--- src/rtl/lfucr_pkg.sv ---
// Shared types and constants of the LFU cache directory.
`timescale 1ns / 1ps

package lfucr_pkg;

   localparam int KEY_W    = 32;
   localparam int CNT_W    = 32;
   localparam int STAMP_W  = 32;
   localparam int CAP_W    = 7;
   localparam int OCC_W    = 7;
   localparam int REQ_W    = 32;
   localparam int TDATA_W  = 104;
   localparam int TUSER_W  = 2;

   localparam logic [CNT_W-1:0] COUNT_MAX = '1;
   localparam logic [CNT_W-1:0] COUNT_ONE = CNT_W'(1);
   localparam logic [CAP_W-1:0] CAP_RESET = CAP_W'(64);

   // One directory entry as held in the entry memory.
   typedef struct packed {
      logic [KEY_W-1:0]   key;
      logic [CNT_W-1:0]   count;
      logic [STAMP_W-1:0] stamp;
   } entry_type;

   // Commands from the controller to the datapath.
   typedef struct packed {
      logic start;    // capture the key and restart the scan
      logic scan;     // issue entry reads while entries remain
      logic commit;   // write the entry back and load the result register
   } ctrl_cmd_type;

   // Status from the datapath to the controller.
   typedef struct packed {
      logic scan_done;
   } dp_status_type;

   // One result beat.
   typedef struct packed {
      logic               was_hit;
      logic               did_evict;
      logic [KEY_W-1:0]   victim_key;
      logic [CNT_W-1:0]   use_count;
      logic [CNT_W-1:0]   total_hits;
      logic [OCC_W-1:0]   occupancy;
   } result_type;

endpackage

--- src/rtl/lfucr_ctrl.sv ---
// Controller state machine of the LFU cache directory.
`timescale 1ns / 1ps

module lfucr_ctrl (
   input  logic                     clock,
   input  logic                     reset,
   input  logic                     req_tvalid,
   output logic                     req_tready,
   output logic                     rsp_tvalid,
   input  logic                     rsp_tready,
   input  lfucr_pkg::dp_status_type status,
   output lfucr_pkg::ctrl_cmd_type  cmd
);

   typedef enum logic [1:0] {
      ST_IDLE,
      ST_SCAN,
      ST_COMMIT
   } state_type;

   state_type state_ff;
   logic      rsp_tvalid_ff;
   logic      rsp_free;

   // The result register can take a new beat when empty or being drained.
   assign rsp_free   = !rsp_tvalid_ff || rsp_tready;
   assign req_tready = (state_ff == ST_IDLE);
   assign rsp_tvalid = rsp_tvalid_ff;

   always_comb begin
      cmd.start  = (state_ff == ST_IDLE) && req_tvalid;
      cmd.scan   = (state_ff == ST_SCAN);
      cmd.commit = (state_ff == ST_COMMIT) && rsp_free;
   end

   always_ff @(posedge clock) begin
      if (reset) begin
         state_ff      <= ST_IDLE;
         rsp_tvalid_ff <= 1'b0;
      end else begin
         if (cmd.commit) begin
            rsp_tvalid_ff <= 1'b1;
         end else if (rsp_tready) begin
            rsp_tvalid_ff <= 1'b0;
         end
         unique case (state_ff)
            ST_IDLE: begin
               if (req_tvalid) begin
                  state_ff <= ST_SCAN;
               end
            end
            ST_SCAN: begin
               if (status.scan_done) begin
                  state_ff <= ST_COMMIT;
               end
            end
            ST_COMMIT: begin
               if (rsp_free) begin
                  state_ff <= ST_IDLE;
               end
            end
            default: begin
               state_ff <= ST_IDLE;
            end
         endcase
      end
   end

endmodule

--- config.mk ---
export PLATFORM = sky130hd
export DESIGN_NAME = lfucr_ctrl
export DESIGN_NICKNAME = d
export VERILOG_FILES = /design/src/rtl/lfucr_pkg.sv /design/src/rtl/lfucr_ctrl.sv
export SDC_FILE = /design/constraint.sdc
export NUM_CORES = 1
export LEC_CHECK = 0
export BUFFER_PORTS_ARGS = -buffer_cell sky130_fd_sc_hd__buf_2
export CAP_MARGIN = 20
export CORE_AREA = 2 2 39 41
export DETAILED_ROUTE_END_ITERATION = 7
export DIE_AREA = 0 0 41 43
export GPL_TIMING_DRIVEN = 0
export PLACE_DENSITY_LB_ADDON = 0.12
export SLEW_MARGIN = 0
export SYNTH_ARGS = -nofsm -noshare
export SYNTH_HDL_FRONTEND = slang
export SYNTH_SLANG_ARGS = --single-unit
--- constraint.sdc ---
create_clock -name clock -period 0.8 [get_ports clock]
set_clock_uncertainty 0.05 [all_clocks]
set_input_delay 0.04 -clock clock [delete_from_list [all_inputs] [get_ports clock]]
set_output_delay 0.04 -clock clock [all_outputs]
set_load 0.05 [all_outputs]
* Word level (Yosys, flattened, before mapping)
Cells that the tools add are included.
Storage, ports and cells: bits in registers 3, input port bits 5, output and inout bits 5
Operators by class: equality and inequality tests 5, mux-type cells 6, reductions and logical operators 7
Operator list (number):
- 2-bit two-way mux | 3
- 2-bit != test (second input constant) | 3
- 2-bit case mux with 3 select lines | 1
- 3-bit AND reduction | 1
- 2-bit by 1-bit equality test with 1-bit output (second input constant) | 1
- 2-bit equality test (second input constant) | 1
- 1-bit logical AND | 2
- 2-bit logical NOT | 1
- 1-bit two-way mux | 2
- 2-bit nonzero test | 1
- 1-bit logical NOT | 1
- 1-bit logical OR | 1

* Depth between registers and ports, before layout
Gate-level depths: netlist (run 1).
depth after elaboration 4, depth in mapped cells 2

* Worst setup path after synthesis (run 1)
Ideal clock, no wire load.
kind register to output, from register state_ff[1], to output cmd[2] (netlist bit), data arrival time 1.563 ns, slack -0.853 ns, stages on the path, launching flop included 3, buffers on the path 0, cells stage by stage dfxtp_1 -> nor2_1 -> and2_1
RTL lines:
- start: declaration | RTL line lfucr_ctrl.sv:21 | state_type state_ff;
- start signal: assignment | RTL line lfucr_ctrl.sv:38 | state_ff <= ST_IDLE;
- start signal: assignment | RTL line lfucr_ctrl.sv:49 | state_ff <= ST_SCAN;
- start signal: assignment | RTL line lfucr_ctrl.sv:54 | state_ff <= ST_COMMIT;
- end: declaration | RTL line lfucr_ctrl.sv:12 | output lfucr_pkg::ctrl_cmd_type cmd

==> impl_metrics.ini, run 1 <==
[sta]
rsz0062_at_grt = true
tightest_slew_ns = 0.143
fin_crit_sh_pct = 135
timing.fmax_mhz = 924
maxSlewHeadroom_pct = 90.5
period_minus_slack_ns = 1.08
setup_viol = 7
hold_slack_ns = 0.0245
fin_tns_setup_ns = -1.15
hold_viol = 0
slew_violations = 0
setup_ws_ns = -0.283

[logic_synthesis]
ys_seq_area_share_pct = 40.3
synthDistinctLibCells = 9
synth_area_per_cell_sq_um = 9.31
yosys_warnings = 0
syn_area_sq_um = 149
synth_seq_cells = 3
syn_inst = 16
yosysTopAreaCell = dfxtp_1
synth_area_leaders = dfxtp_1 (40%), nand2b_1 (17%), a211oi_2 (8.4%)
synthesis.nets = 21
synth_top_area_share_pct = 40.3

[worst_hold_path]
hold_class = in -> reg
whs_path_depth = 3
hold_start = req_tvalid
hold_end = state_ff[0]

[drt]
met2WireLength_microns = 274
drt_pre_antenna_iters = 1
highest_layer = met3
dr_total_vias = 173
drt_iter0_markers = 0
wl_per_cell_microns = 9.60
dr_wl_met3_microns = 36
drc = 0
wl_met1_microns = 150
vias_per_cell = 3.60
wl_microns = 461
antenna_left = 0

[die]
die_height_microns = 43
core_sq_um = 1380
die_area_sq_um = 1760
io_pins = 10
fp.dieW_microns = 41
initial_core_util_pct = 10.8
rows = 14

[power]
ir_drop_mv = 0.842
power_density_nw_per_um2 = 1700
p_leak_nw = 0.149

[cells_and_area]
regArea_sq_um = 71.3
layout-drive-gt1-share_pct = 78.1
mostFrequentLayoutCells = buf_2 (4), buf_6 (4), clkbuf_4 (3), dfxtp_4 (3)
final_nets = 38
design_area_sq_um = 358
synthToLayoutAreaGrowth_pct = 140
fillers = 152
diodes = 0
multi_input_area_sq_um = 128

[run_status]
violations = setup timing
status = finished with violations

[critical_path]
reg2reg_from = state_ff[0]
path_max_fanout = 4
rrSetupSlack_ns = -0.12
worst_setup_path_start_kind = register
r2r_cells = 3
crit_required_ns = 0.71
r2r-end = state_ff[0]
end_kind = output pin
criticalPathCategory = reg -> out
cp.arrival_ns = 0.99

[cts]
clk_latency_ns = 0.23
cts.sinks = 3
cts-root-buf = clkbuf_4
clk_pin_slew_worst_paths_ns = 0.04
cts_buffers = 3
cts_tree = built
clk_path_buf_depth = 2
cts_max_level = 1

[global_route]
grt_pass1_vias = 223
track_usage_pct = 7.22
grt_pass1_wl_microns = 814
grt_max_degree = 5
antenna_found_initial = 0
overflow = 0

[run]
maxCapViolations = 0

[place]
dpl.hpwl_microns = 304
gp_congestion = 0.580
place_area_sq_um = 240
port_buffers = 9
[cell families after synthesis]
group | after synthesis | share of synthesized area (%)
AO/OA/AOI/OAI | 3 | 15.1
flip-flops | 3 | 40.3
AND/OR/NAND/NOR | 10 | 44.5
[flip-flops by register name, indices dropped and copies added, names as in the netlist]
register,count
rsp_tvalid,1
state_ff,2
[cell type report]
| class | instances | share of cell area (%) |
|---|---|---|
| Tap cell | 16 | 5.59 |
| Multi-Input combinational cell | 13 | 35.7 |
| Sequential cell | 3 | 19.9 |
| Timing Repair Buffer | 12 | 31.5 |
| Clock buffer | 4 | 7.34 |
[Yosys cell counts, drive strengths merged]
cell type  number
nand3b          1
a21oi           2
nor2            1
nand2b          4
and2            1
nand4bb         1
nor2b           2
dfxtp           3
a211oi          1
[critical path, stage by stage (launching register included)]
cell and delay [ns]:
dfxtp_4 0.35, nand2b_4 0.15, nor2b_4 0.10, buf_6 0.16
[timing repair]
item / 4_1_cts / 5_1_grt
resized for setup: 17 / 1
buffers inserted: 2 / 0
setup endpoints to repair: 8 / 7
hold buffers: 1 / 0
hold endpoints to repair: 3 / 0
pin swaps: 2 / 0
[report_power, final]
| part | switching (mW) | internal [mW] |
|---|---|---|
| Combinational | 0.0921 | 0.0863 |
| Sequential | 0.0111 | 0.152 |
| Clock | 0.0789 | 0.187 |
| Total | 0.182 | 0.426 |
[metrics by stage]
stage	util, %	power, mW	instances	setup WS, ns
6_report	25.9	0.608	48	-0.283
5_1_grt	25.9	0.644	48	-0.323
4_1_cts	25.6	0.621	48	-0.296
3_5_place_dp	17.4	0.295	41	-0.198
3_3_place_gp	17.4	0.295	41	-0.199
2_1_floorplan	-	0.263	16	-0.225
[layer usage]
layer	up-vias	global-route usage [%]
met3	0	0.524
met1	81	6.73
met4	0	10.0
met2	6	10.9
met5	-	0
li1	86	-
[worst max path at each step]
| stage | from | endpoint | slack (ns) | depth (start not counted) |
|---|---|---|---|---|
| 4_1_cts | state_ff[0] | cmd[0] | -0.30 | 3 |
| 2_1_floorplan | state_ff[0] | cmd[2] | -0.22 | 2 |
| 6_report | state_ff[0] | cmd[0] | -0.28 | 3 |
| 5_1_grt | state_ff[0] | cmd[0] | -0.32 | 3 |
| 3_5_place_dp | state_ff[0] | cmd[0] | -0.20 | 3 |
| 3_3_place_gp | state_ff[0] | cmd[0] | -0.20 | 3 |
No activity file was read; power rests on OpenSTA's default activity.
==> run 2: changes to the inputs <==
ABC_AREA = 1   (was not set)
==> run 2 against run 1 <==
Net effect:
- the flow still finishes with violations (setup timing)
- utilization increased by 2.4 points
- setup slack got worse by 0.0032 ns
- combinational power increased by 15%
- sequential power increased by 2%
- largest cell class is now buffers
- clock power decreased by 3%
- design area increased by 9.4%
- critical path type unchanged
- first-iteration DRC count increased by 3
- register-to-register slack got worse by 0.10 ns
- synthesized cell count increased by 25%
- wire length decreased by 10%
==> impl_metrics.ini, run 2 <==
[die]
die_area_sq_um = 1760
initial_core_util_pct = 10.4
die_height_microns = 43
rows = 14
core_sq_um = 1380
io_pins = 10
fp.dieW_microns = 41

[sta]
setup_viol = 8
hold_slack_ns = 0.0245
fin_crit_sh_pct = 136
hold_viol = 0
maxSlewHeadroom_pct = 90.5
period_minus_slack_ns = 1.09
setup_ws_ns = -0.286
tightest_slew_ns = 0.143
slew_violations = 0
fin_tns_setup_ns = -1.46
rsz0062_at_grt = true
timing.fmax_mhz = 921

[drt]
wl_microns = 414
dr_total_vias = 188
wl_per_cell_microns = 7.67
drc = 0
vias_per_cell = 3.48
drt_pre_antenna_iters = 2
drt_iter0_markers = 3
antenna_left = 0

[logic_synthesis]
syn_inst = 20
synth_edf_count = 0
synth_ff_type = dfxtp_1
synthDistinctLibCells = 11
synth_area_per_cell_sq_um = 7.19
synth_area_leaders = dfxtp_1 (42%), inv_1 (10%), nor2_2 (8.7%)
yosysMostFrequentCell = inv_1
yosys_warnings = 0
synth_common_cells = inv_1 (4), dfxtp_1 (3), nand2_1 (3)
synth_top_area_share_pct = 41.7
synth_seq_cells = 3
yosysTopAreaCell = dfxtp_1
ys_seq_area_share_pct = 41.7
synthesis.nets = 25
syn_area_sq_um = 144
async_flop_share_pct = 0

[cts]
clk_latency_ns = 0.23
cts-root-buf = clkbuf_4
clk_path_buf_depth = 2
cts_max_level = 1
clk_pin_slew_worst_paths_ns = 0.03
cts.sinks = 3
cts_tree = built
cts_buffers = 3

[power]
sequentialPowerShare_pct = 26.5
ir_drop_mv = 0.551
clockPowerShare_pct = 41.1
p_comb_share_pct = 32.3
swShare_pct = 31.2
power.switching_uw = 196
power_density_nw_per_um2 = 1610
p_leak_nw = 0.167
p_int_uw = 433

[global_route]
globalRoute.busiestLayer = met2
grt_pass1_vias = 200
track_usage_pct = 5.81
grt_pass1_wl_microns = 662
gr-usage-met3_pct = 3.14
grt_max_degree = 5
grt_use_met2_pct = 8.75
overflow = 0
antenna_found_initial = 0
use_met1_pct = 5.75

[cells_and_area]
multi_input_area_sq_um = 115
diodes = 0
largest_reg_flops = 2
regArea_sq_um = 71.3
layout-drive-gt1-share_pct = 84.2
design_area_sq_um = 392
top_register = state_ff
synthToLayoutAreaGrowth_pct = 172
mostFrequentLayoutCells = nor2_4 (4), buf_2 (4)
utilization_pct = 28.3
final_nets = 44
fillers = 156

[critical_path]
path_max_fanout = 3
path_cells = inv_4, nor2_4, nor3_4, buf_6
worst_setup_path_start_kind = register
criticalPathCategory = reg -> out
critical_path_buf_inv_count = 2
cp_top_family = flip-flops
max_stage_delay_ns = 0.35
cp.arrival_ns = 1.00
end_kind = output pin
crit_required_ns = 0.71
worst_path_max_delay_cell = dfxtp_4

[place]
dpl.hpwl_microns = 307
port_buffers = 9
gp_congestion = 0.677
place_area_sq_um = 253

[run_status]
status = finished with violations
violations = setup timing

[run]
maxCapViolations = 0

[worst_hold_path]
hold_class = in -> reg
## run 2: cell types whose count changed after synthesis, sizes merged, moves of 2 or more
cell    previous run  this run
nor2b              2         0
nand2b             4         0
inv                0         5
nand2              0         3
nor2               1         4
## run 2: logic make-up after synthesis
group,Yosys count,synth area share [%]
AOI/OAI and AO/OA,3,16.5
and+or+nand+nor,9,28.7
buffers and inverters,5,13.0
DFF,3,41.7
## run 2: layout make-up
cell class	instances	share of cell area, %
well taps	16	5.11
flip-flops and latches	3	18.2
clock buffers	4	6.71
multi-input cells	12	29.4
repair buffers	14	33.5
inverters	5	7.03
## run 2: worst paths after layout
| check | startpoint | end | slack, ns | depth (start not counted) |
|---|---|---|---|---|
| max reg2reg | state_ff[0] | state_ff[0] | -0.22 | 5 |
| min reg2reg | rsp_tvalid | state_ff[1] | 0.52 | 4 |
| min | reset | rsp_tvalid | 0.02 | 2 |
| max | rsp_tvalid | cmd[0] | -0.29 | 4 |
## run 2: power groups by stage
stage	logic (mW)	registers [mW]	clock network [mW]
global placement	0.131	0.173	0
finish	0.204	0.167	0.259
floorplan	0.0960	0.175	0
detailed placement	0.131	0.173	0
global route	0.217	0.169	0.284
CTS	0.187	0.167	0.277
## run 2: repair_timing
| item | 4_1_cts | 5_1_grt |
|---|---|---|
| buffers inserted | 3 | 1 |
| resized for setup | 15 | 9 |
| endpoints found under the setup margin | 8 | 8 |
| pin swaps | 5 | 1 |
| hold buffers | 1 | 0 |
| endpoints found under the hold margin | 2 | 0 |
## run 2: per-layer routing
metal | wire (microns) | share of wire (%)
met5 | 0 | 0
met4 | 0 | 0
met2 | 223 | 54
met1 | 160 | 39
met3 | 29 | 7.0
## run 2: stage by stage
step	setup slack, ns	instances	power [mW]
final	-0.286	54	0.630
after global routing	-0.332	54	0.670
after CTS	-0.297	53	0.631
after detailed placement	-0.207	45	0.304
after global placement	-0.206	45	0.304
after floorplan	-0.295	20	0.271
